### config.mk
export PLATFORM = sky130hd
export DESIGN_NAME = fading_stereo_overlay_mixer
export DESIGN_NICKNAME = d
export VERILOG_FILES = /design/src/rtl/core/fsom_pkg.sv /design/src/rtl/core/fading_stereo_overlay_mixer.sv /design/src/rtl/core/fsom_serial_scale.sv
export SDC_FILE = /design/constraint.sdc
export NUM_CORES = 2
export LEC_CHECK = 0
export ABC_CLOCK_PERIOD_IN_PS = 9900
export BUFFER_PORTS_ARGS = -buffer_cell sky130_fd_sc_hd__buf_2
export CAP_MARGIN = 20
export CORE_ASPECT_RATIO = 0.6
export CORE_MARGIN = 4
export CORE_UTILIZATION = 40
export DETAILED_ROUTE_END_ITERATION = 8
export GPL_TIMING_DRIVEN = 0
export PLACE_DENSITY = 0.65
export REMOVE_ABC_BUFFERS = 1
export SYNTH_ARGS = -nofsm -noshare
export SYNTH_HDL_FRONTEND = slang
export SYNTH_HIERARCHICAL = 1
export SYNTH_SLANG_ARGS = --single-unit
### constraint.sdc
create_clock -name clk -period 9.9 [get_ports clk]
set_clock_uncertainty 0.1 [all_clocks]
set_input_delay 2.475 -clock clk [delete_from_list [all_inputs] [get_ports clk]]
set_output_delay 2.475 -clock clk [all_outputs]
set_load 0.1 [all_outputs]
### src/rtl/core/fsom_pkg.sv
// Shared widths, register codes, reset values and control types of the overlay mixer.
package fsom_pkg;

	localparam int SAMPLE_BITS    = 16;
	localparam int GAIN_FRAC_BITS = 24;
	localparam int LEVEL_BITS     = 16;
	localparam int GAIN_W         = GAIN_FRAC_BITS + 1;
	localparam int DIGIT_BITS     = 4;
	localparam int DIGITS         = SAMPLE_BITS / DIGIT_BITS;
	localparam int DIGIT_CNT_W    = $clog2(DIGITS);
	localparam int GL_W           = GAIN_W + LEVEL_BITS;
	localparam int ACC_W          = GL_W + SAMPLE_BITS;
	localparam int SCALE_SHIFT    = GAIN_FRAC_BITS + LEVEL_BITS;
	localparam int CFG_INDEX_W    = 2;
	localparam int CFG_DATA_W     = GAIN_W;

	// register indexes on the configuration port
	localparam logic [CFG_INDEX_W-1:0] REG_RAMP_UP   = 2'd0;
	localparam logic [CFG_INDEX_W-1:0] REG_RAMP_DOWN = 2'd1;
	localparam logic [CFG_INDEX_W-1:0] REG_MIX_LEVEL = 2'd2;
	localparam logic [CFG_INDEX_W-1:0] REG_SWITCH_TH = 2'd3;

	localparam logic [GAIN_W-1:0]     RST_RAMP_UP   = GAIN_W'(1268);
	localparam logic [GAIN_W-1:0]     RST_RAMP_DOWN = GAIN_W'(1902);
	localparam logic [LEVEL_BITS-1:0] RST_MIX_LEVEL = LEVEL_BITS'(19661);
	localparam logic [GAIN_W-1:0]     RST_SWITCH_TH = GAIN_W'(16777);
	localparam logic [GAIN_W-1:0]     GAIN_UNITY    = GAIN_W'(1) << GAIN_FRAC_BITS;

	typedef logic signed [SAMPLE_BITS-1:0] sample_t;
	typedef logic [GAIN_W-1:0] gain_t;

	typedef struct packed {
		logic load;
		logic step;
	} mul_ctrl_t;

endpackage

### src/rtl/core/fading_stereo_overlay_mixer.sv
// Top level of the fading stereo overlay mixer: ramp gain, serial scaling, output register.
//
//  channel | signals                                   | direction
//  --------+-------------------------------------------+----------
//  in      | in_valid/in_ready, base_*, overlay_*, ... | request in
//  out     | out_valid/out_ready, mixed_*, gain_now,   | request out
//          | fade_done                                 |
//  cfg     | cfg_we, cfg_index, cfg_data               | write only
//
// A request passes from acceptance to the output register through the states GAIN,
// which steps the gain, GL, which forms the gain*level product, DIGIT, which runs the
// four digits of the digit-serial product with the sample magnitude (4 bits per cycle),
// and FIN, which finishes. A new request is taken only once the block is back in IDLE.
// Reset clears the gain to silence and loads the register defaults.
// A stalled output holds the finished result in the final state until it drains.
module fading_stereo_overlay_mixer (
	input  logic                                 clk,
	input  logic                                 arst_n,
	input  logic                                 in_valid,
	output logic                                 in_ready,
	input  fsom_pkg::sample_t                    base_left,
	input  fsom_pkg::sample_t                    base_right,
	input  fsom_pkg::sample_t                    overlay_left,
	input  fsom_pkg::sample_t                    overlay_right,
	input  logic                                 overlay_present,
	input  logic                                 target_full,
	output logic                                 out_valid,
	input  logic                                 out_ready,
	output fsom_pkg::sample_t                    mixed_left,
	output fsom_pkg::sample_t                    mixed_right,
	output logic [fsom_pkg::GAIN_W-1:0]          gain_now,
	output logic                                 fade_done,
	input  logic                                 cfg_we,
	input  logic [fsom_pkg::CFG_INDEX_W-1:0]     cfg_index,
	input  logic [fsom_pkg::CFG_DATA_W-1:0]      cfg_data
);
	import fsom_pkg::*;

	localparam logic [2:0] ST_IDLE  = 3'd0;
	localparam logic [2:0] ST_GAIN  = 3'd1;
	localparam logic [2:0] ST_GL    = 3'd2;
	localparam logic [2:0] ST_DIGIT = 3'd3;
	localparam logic [2:0] ST_FIN   = 3'd4;

	logic [2:0]             state_q;
	logic [DIGIT_CNT_W-1:0] cnt_q;

	// configuration registers
	gain_t                 up_step_q;
	gain_t                 down_step_q;
	logic [LEVEL_BITS-1:0] level_q;
	gain_t                 threshold_q;

	gain_t                 gain_q;
	logic [GL_W-1:0]       gl_q;

	// captured request payload
	sample_t               base_left_q;
	sample_t               base_right_q;
	logic                  present_q;
	logic                  full_q;

	// output register
	logic                  out_valid_q;
	sample_t               mixed_left_q;
	sample_t               mixed_right_q;
	gain_t                 gain_now_q;
	logic                  fade_done_q;

	logic                  in_fire;
	logic                  out_load;
	mul_ctrl_t             mul_ctrl;
	sample_t               scaled_mix_left;
	sample_t               scaled_mix_right;

	gain_t                 target;
	gain_t                 gain_next;
	logic [GAIN_W:0]       gain_up_sum;
	gain_t                 gain_diff;

	assign in_ready  = (state_q == ST_IDLE);
	assign in_fire   = in_valid && in_ready;
	assign out_load  = (state_q == ST_FIN) && (!out_valid_q || out_ready);

	assign mul_ctrl.load = in_fire;
	assign mul_ctrl.step = (state_q == ST_DIGIT);

	// ramp toward the target, clamp there instead of overshooting
	always_comb begin
		target      = full_q ? GAIN_UNITY : '0;
		gain_up_sum = {1'b0, gain_q} + {1'b0, up_step_q};
		gain_diff   = gain_q - target;
		gain_next   = gain_q;
		if (gain_q < target) begin
			gain_next = (gain_up_sum >= {1'b0, target}) ? target : gain_up_sum[GAIN_W-1:0];
		end else if (gain_q > target) begin
			gain_next = (gain_diff <= down_step_q) ? target : gain_q - down_step_q;
		end
	end

	always_ff @(posedge clk or negedge arst_n) begin
		if (!arst_n) begin
			up_step_q   <= RST_RAMP_UP;
			down_step_q <= RST_RAMP_DOWN;
			level_q     <= RST_MIX_LEVEL;
			threshold_q <= RST_SWITCH_TH;
		end else if (cfg_we) begin
			case (cfg_index)
				REG_RAMP_UP:   up_step_q   <= cfg_data;
				REG_RAMP_DOWN: down_step_q <= cfg_data;
				REG_MIX_LEVEL: level_q     <= cfg_data[LEVEL_BITS-1:0];
				REG_SWITCH_TH: threshold_q <= cfg_data;
				default: ;
			endcase
		end
	end

	// sequencer: capture, step gain, form gain*level, run digits, drain
	always_ff @(posedge clk or negedge arst_n) begin
		if (!arst_n) begin
			state_q     <= ST_IDLE;
			cnt_q       <= '0;
			gain_q      <= '0;
			out_valid_q <= 1'b0;
		end else begin
			if (out_load) begin
				out_valid_q <= 1'b1;
			end else if (out_ready) begin
				out_valid_q <= 1'b0;
			end
			case (state_q)
				ST_IDLE: begin
					if (in_fire) begin
						state_q <= ST_GAIN;
					end
				end
				ST_GAIN: begin
					if (present_q) begin
						gain_q <= gain_next;
					end
					state_q <= ST_GL;
				end
				ST_GL: begin
					cnt_q   <= '0;
					state_q <= ST_DIGIT;
				end
				ST_DIGIT: begin
					cnt_q <= cnt_q + 1'b1;
					if (cnt_q == DIGIT_CNT_W'(DIGITS - 1)) begin
						state_q <= ST_FIN;
					end
				end
				ST_FIN: begin
					if (out_load) begin
						state_q <= ST_IDLE;
					end
				end
				default: state_q <= ST_IDLE;
			endcase
		end
	end

	// payload registers, no reset
	always_ff @(posedge clk) begin
		if (in_fire) begin
			base_left_q  <= base_left;
			base_right_q <= base_right;
			present_q    <= overlay_present;
			full_q       <= target_full;
		end
		if (state_q == ST_GL) begin
			gl_q <= GL_W'(gain_q) * GL_W'(level_q);
		end
		if (out_load) begin
			mixed_left_q  <= present_q ? scaled_mix_left  : base_left_q;
			mixed_right_q <= present_q ? scaled_mix_right : base_right_q;
			gain_now_q    <= gain_q;
			fade_done_q   <= (gain_q <= threshold_q);
		end
	end

	fsom_serial_scale u_scale_left (
		.clk    (clk),
		.arst_n (arst_n),
		.ctrl   (mul_ctrl),
		.sample (overlay_left),
		.gl     (gl_q),
		.base   (base_left_q),
		.mixed  (scaled_mix_left)
	);

	fsom_serial_scale u_scale_right (
		.clk    (clk),
		.arst_n (arst_n),
		.ctrl   (mul_ctrl),
		.sample (overlay_right),
		.gl     (gl_q),
		.base   (base_right_q),
		.mixed  (scaled_mix_right)
	);

	assign out_valid   = out_valid_q;
	assign mixed_left  = mixed_left_q;
	assign mixed_right = mixed_right_q;
	assign gain_now    = gain_now_q;
	assign fade_done   = fade_done_q;

endmodule

### src/rtl/core/fsom_serial_scale.sv
// Digit-serial scaling of one overlay channel by gain*level, plus saturated add to the base.
module fsom_serial_scale (
	input  logic                       clk,
	input  logic                       arst_n,
	input  fsom_pkg::mul_ctrl_t        ctrl,
	input  fsom_pkg::sample_t          sample,
	input  logic [fsom_pkg::GL_W-1:0]  gl,
	input  fsom_pkg::sample_t          base,
	output fsom_pkg::sample_t          mixed
);
	import fsom_pkg::*;

	localparam int PP_W  = GL_W + DIGIT_BITS;
	localparam int SUM_W = SAMPLE_BITS + 2;

	logic [SAMPLE_BITS-1:0] mag_q;
	logic                   neg_q;
	logic [ACC_W-1:0]       acc_q;

	logic [SAMPLE_BITS-1:0] mag_in;
	logic [DIGIT_BITS-1:0]  digit;
	logic [PP_W-1:0]        pp;
	logic [SAMPLE_BITS-1:0] scaled;
	logic signed [SUM_W-1:0] sum;
	logic signed [SUM_W-1:0] scaled_s;

	always_comb begin
		mag_in = sample[SAMPLE_BITS-1] ? SAMPLE_BITS'(-sample) : SAMPLE_BITS'(sample);
		digit  = mag_q[SAMPLE_BITS-1 -: DIGIT_BITS];
		pp     = PP_W'(gl) * PP_W'(digit);
	end

	// most significant digit first: shift the partial sum up, add the next product
	always_ff @(posedge clk or negedge arst_n) begin
		if (!arst_n) begin
			neg_q <= 1'b0;
		end else if (ctrl.load) begin
			neg_q <= sample[SAMPLE_BITS-1];
		end
	end

	always_ff @(posedge clk) begin
		if (ctrl.load) begin
			mag_q <= mag_in;
			acc_q <= '0;
		end else if (ctrl.step) begin
			mag_q <= mag_q << DIGIT_BITS;
			acc_q <= (acc_q << DIGIT_BITS) + ACC_W'(pp);
		end
	end

	always_comb begin
		scaled   = acc_q[SCALE_SHIFT +: SAMPLE_BITS];
		scaled_s = neg_q ? -SUM_W'(scaled) : SUM_W'(scaled);
		sum      = SUM_W'(base) + scaled_s;
		if (sum[SUM_W-1:SAMPLE_BITS-1] == '0 || sum[SUM_W-1:SAMPLE_BITS-1] == '1) begin
			mixed = sample_t'(sum[SAMPLE_BITS-1:0]);
		end else if (sum[SUM_W-1]) begin
			mixed = {1'b1, {(SAMPLE_BITS-1){1'b0}}};
		end else begin
			mixed = {1'b0, {(SAMPLE_BITS-1){1'b1}}};
		end
	end

endmodule

# ---- Word-level counts from Yosys, hierarchy flattened
# Cells that the tools add are included.
dict set report word_totals {
  register_bits 401
  in_bits 98
  out_inout_bits 60
}
dict set report op_classes {
  addsub 12
  n_mul 3
  magnitude_cmp 5
  eq_ne 13
  n_mux 26
  reduce_logical 20
}
# operator count
set op_table {}
lappend op_table {{two-way mux 16 bit} 12}
lappend op_table {{two-way mux 25 bit} 5}
lappend op_table {{adder 56 x 45 -> 56 bit} 2}
lappend op_table {{multiplier 41 x 4 -> 45 bit} 2}
lappend op_table {{less-or-equal comparator 25 bit} 2}
lappend op_table {{subtractor 25 bit} 2}
lappend op_table {{multiplier 25 x 16 -> 41 bit} 1}
lappend op_table {{adder 16 x 18 -> 18 bit} 2}
lappend op_table {{two-way mux 18 bit} 2}
lappend op_table {{negation 16 -> 18 bit} 2}
lappend op_table {{negation 16 bit} 2}
lappend op_table {{adder 25 x 25 -> 26 bit} 1}
lappend op_table {{>= comparator 26 x 25 -> 1 bit} 1}
lappend op_table {{greater-than comparator 25 bit} 1}
lappend op_table {{< comparator 25 bit} 1}
lappend op_table {{case mux 3 bit (5 select lines)} 1}
lappend op_table {{== test 3 bit (second input constant)} 3}
lappend op_table {{zero test 3 bit} 3}
lappend op_table {{two-way mux 3 bit} 3}
lappend op_table {{AND reduction 2 bit} 4}
lappend op_table {{nonzero test 2 bit} 4}
lappend op_table {{== test 2 bit (second input constant)} 3}
lappend op_table {{== test 3 x 2 -> 1 bit (second input constant)} 2}
lappend op_table {{AND reduction 3 bit} 2}
lappend op_table {{other kinds (11)} 16}

# ---- Longest topological paths before layout
dict set report logic_depth {
  ltp_word 7
  ltp_mapped 26
}

# ---- Hierarchy
# The synthesis kept the hierarchy.
# module instances cells_per_inst area_per_inst_um2
set modules_own_cells {}
lappend modules_own_cells {fading_stereo_overlay_mixer 1 2549 25719.7}
lappend modules_own_cells {fsom_serial_scale 2 1344 11075.6}

# ---- Least setup slack after synthesis
# OpenSTA, ideal clock, no wires.
dict set report synth_path {
  kind {register to register}
  from {reg gain_q[10]}
  to {reg gl_q[37] (data pin)}
  setup_time_ns 0.262
  t_arrival_ns 6.362
  slack_ns 3.175
  stages_incl_launch_ff 24
  path_buffers 2
  period_less_slack_ns 6.725
  path_cell_list {dfrtp_1 -> clkbuf_1 -> clkbuf_1 -> nand2_1 -> fa_1 -> inv_1 -> fa_1 -> fa_1 -> fa_1 -> fa_1 -> inv_1 -> fa_1 -> inv_1 -> ha_1 -> a21o_1 -> a21o_1 -> a21o_1 -> a211oi_1 -> a21oi_1 -> o21ai_0 -> nor2b_1 -> o221ai_1 -> mux2i_1 -> nand3_1}
}
dict set report synth_via {
  elab_chain_cells 1
}
# item line_no
set synth_rtl {}
lappend synth_rtl {{from (decl)} fading_stereo_overlay_mixer.sv:54} ;# gain_t gain_q;
lappend synth_rtl {{from (signal assigned)} fading_stereo_overlay_mixer.sv:139} ;# gain_q <= gain_next;
lappend synth_rtl {{multiplier 25 x 16 -> 41 bit} fading_stereo_overlay_mixer.sv:172} ;# gl_q <= GL_W'(gain_q) * GL_W'(level_q);
lappend synth_rtl {{to (signal assigned)} fading_stereo_overlay_mixer.sv:172}
lappend synth_rtl {{to (decl)} fading_stereo_overlay_mixer.sv:55} ;# logic [GL_W-1:0] gl_q;
# Every way passes these cells.
# A chain may end at the register's enable or synchronous reset.

# ---- Final worst setup path
dict set report layout_path {
  from {reg gain_q[5]}
  to {reg gl_q[38] (data pin)}
}
# Same word-level chain as after synthesis.

==> reports/metrics.csv <==
metric,value,unit
Worst Setup End Kind,flop,
GRT Resource Usage Total,20.38,%
starting density of the core,40.66,%
crit start category,flop,
warnings from Yosys,6,
ys async rst share,30.92,%
CP Class,flop to flop,
vias in the first global route,36480,
# port buffers,157,
FMAX,0.1232,GHz
# Post-CTS Setup Buffers,0,
Resized Gates After CTS,0,
Netlist cell types,94,
reg2reg start,gain_q[5],
total grt overflow,0,
"Clk Latency, worst-skew pair",0.63,ns
Rel. slew slack,24.88,%
Worst-Margin Slew,1.127,ns
final wirelength,126.3,mm
"commonest non-fill, non-tap cell in the layout",inv_1,
FILL cells,11320,
hold_ws,0.3704,ns
register-to-register setup slack,1.78,ns
TritonCTS clock tree,done,
CP Max Fanout,22,
WHS Endpoint,u_scale_right/acc_q[37],
min-delay worst type,flop to flop,
"Seq/Total Area, Yosys",21.59,%
Post-Layout Cell Count,6873,
Routed WL per cell,18.37,um
number of CTS-inserted buffers,49,
CTS H-tree depth,2,
CTS Sinks,401,
TritonRoute pass-1 iters,7,
status,finished clean,
final setup fails,0,
maximum clock path buffer count,3,
Max Cap Violations,0,
crit path time final,8.117,ns
"EDFF count, synth",165,
hold path startpoint,u_scale_right/acc_q[37],
unrepaired setup endpoints after global routing,no,
Arrival @ worst endpoint,8.38,ns
Final ANT Viol Nets,0,
# rows,97,
"Reg clk slew, reported paths",0.07,ns
die footprint,125500,sq um
drt drc,0,
DR vias/cell,5.315,
worst path required time,10.16,ns
Syn Area/Cell,9.141,sq um
Final Util,44.34,%
first-pass GRT wire length,205.4,mm
layout cells sized above 1,9.626,%
antenna violations before repair,2,
DRT iter0 DRCs,3037,
largest net degree at the start of global routing,81,
length in cells of the worst reg-to-reg path,24,
Die W,454.6,um
core area,117700,sq um
Post-CTS Hold Buffers,0,
register bit total from synthesis,401,
final instance area,52200,sq um
Mapped Area,47870,sq um
Final Hold Violating Endpoints,0,
final net count,6241,
clock root buffer,clkbuf_16,
Final period util,81.99,%
Area after DPL,50300,sq um
Layout area overhead,9.049,%
"commonest non-fill, non-tap cells in the layout","842 x inv_1, 560 x fa_1, 495 x and2_1",
Mapped Cells,5237,
hold path cells,2,
I/O pins,158,
top_reg_cell synth,edfxtp_1,
Die H,276.0,um
final weighted congestion in routability-driven placement,0.9317,
Pins Over Slew Limit,0,
DP HPWL,99.07,mm
via count,36530,
dpl cells,6768,
FF-to-FF End,gl_q[38],
[per-stage QoR]
stage	setup WS, ns	setup TNS [ns]
after detailed placement	1.783	0
after floorplan	1.911	0
after global placement	-3.007	-204.94
after CTS	1.739	0
final	1.783	0
after global routing	1.302	0
[logic make-up after synthesis]
kind of cell / count (synthesis) / share of synthesized area, %
compound gates: 869 / 11.88
xor+xnor: 236 / 4.318
fa+ha+maj: 895 / 32.17
buf+inv: 1078 / 8.607
flops: 401 / 21.59
mux: 203 / 4.600
simple gates: 1555 / 16.83
[worst max-delay path by stage]
stage	from	slack, ns	to
2_1_floorplan	state_q[2]	1.91	u_scale_left/mag_q[0]
3_3_place_gp	in_valid	-3.01	u_scale_right/mag_q[0]
3_5_place_dp	level_q[5]	1.78	gl_q[38]
4_1_cts	gain_q[5]	1.74	gl_q[38]
5_1_grt	gain_q[9]	1.30	gl_q[37]
6_report	gain_q[5]	1.78	gl_q[38]
[synthesized netlist by cell type (all sizes together), types with 35 or more instances]
cell type	number	area, sq um
xnor2	139	1217
nand3	56	280.3
fa	560	11210
nand2	480	1804
mux2i	67	670.6
buf	36	203.9
mux2	136	1531
nor3	51	265.3
o21ai	154	778.2
dfxtp	112	2242
a21oi	269	1433
a21o	102	768.2
nor2b	35	219.0
o21a	56	421.7
nor2	213	804.5
o31ai	37	287.8
edfxtp	165	4955
ha	335	4192
nand2b	36	225.2
inv	843	3164
dfrtp	97	2427
clkbuf	199	752.0
nand4	48	300.3
xor2	97	849.6
and2	496	3103
[layout make-up]
| type | count | area (sq um) | share of cell area, % |
|---|---|---|---|
| antenna | 1 | 2.502 | 0.004794 |
| clock inverter | 17 | 180.2 | 0.3451 |
| tap | 1584 | 1982 | 3.797 |
| inverter | 843 | 3164 | 6.062 |
| multi-input combinational | 3758 | 33460 | 64.10 |
| sequential | 401 | 10330 | 19.80 |
| clock buffer | 74 | 1431 | 2.742 |
| timing repair buffer | 195 | 1647 | 3.154 |
[state kept, by name (all words and copies together) (netlist names), 25 cells and up]
register,cells
threshold_q,25
u_scale_left/acc_q,56
up_step_q,25
down_step_q,25
gl_q,41
u_scale_right/acc_q,56
gain_q,25
gain_now,25
[critical path, stage by stage (launching register included)]
cell	delay, ns
dfrtp_1	0.76
and2_1	0.38
fa_1	0.54
inv_1	0.06
fa_1	0.53
inv_1	0.05
fa_1	0.50
inv_1	0.05
fa_1	0.49
inv_1	0.06
fa_1	0.53
inv_1	0.06
fa_1	0.52
inv_1	0.04
ha_1	0.35
o21ai_0	0.13
o21ai_0	0.17
a21oi_1	0.13
and3_1	0.22
o31ai_1	0.91
a21oi_1	0.25
a311oi_1	0.54
a21o_1	0.23
o22a_1	0.14
xor2_1	0.07
[layer usage]
layer,GRT usage (%),wire [um],up-vias
met5,0,13,-
met4,3.524,1893,2
met3,4.532,10060,109
met2,28.43,49980,1095
met1,32.15,64310,18170
li1,-,-,17150
Power is left out: the tool's default activity adds up to more than one toggle a clock period on the data nets, which glitch-free logic cannot reach.
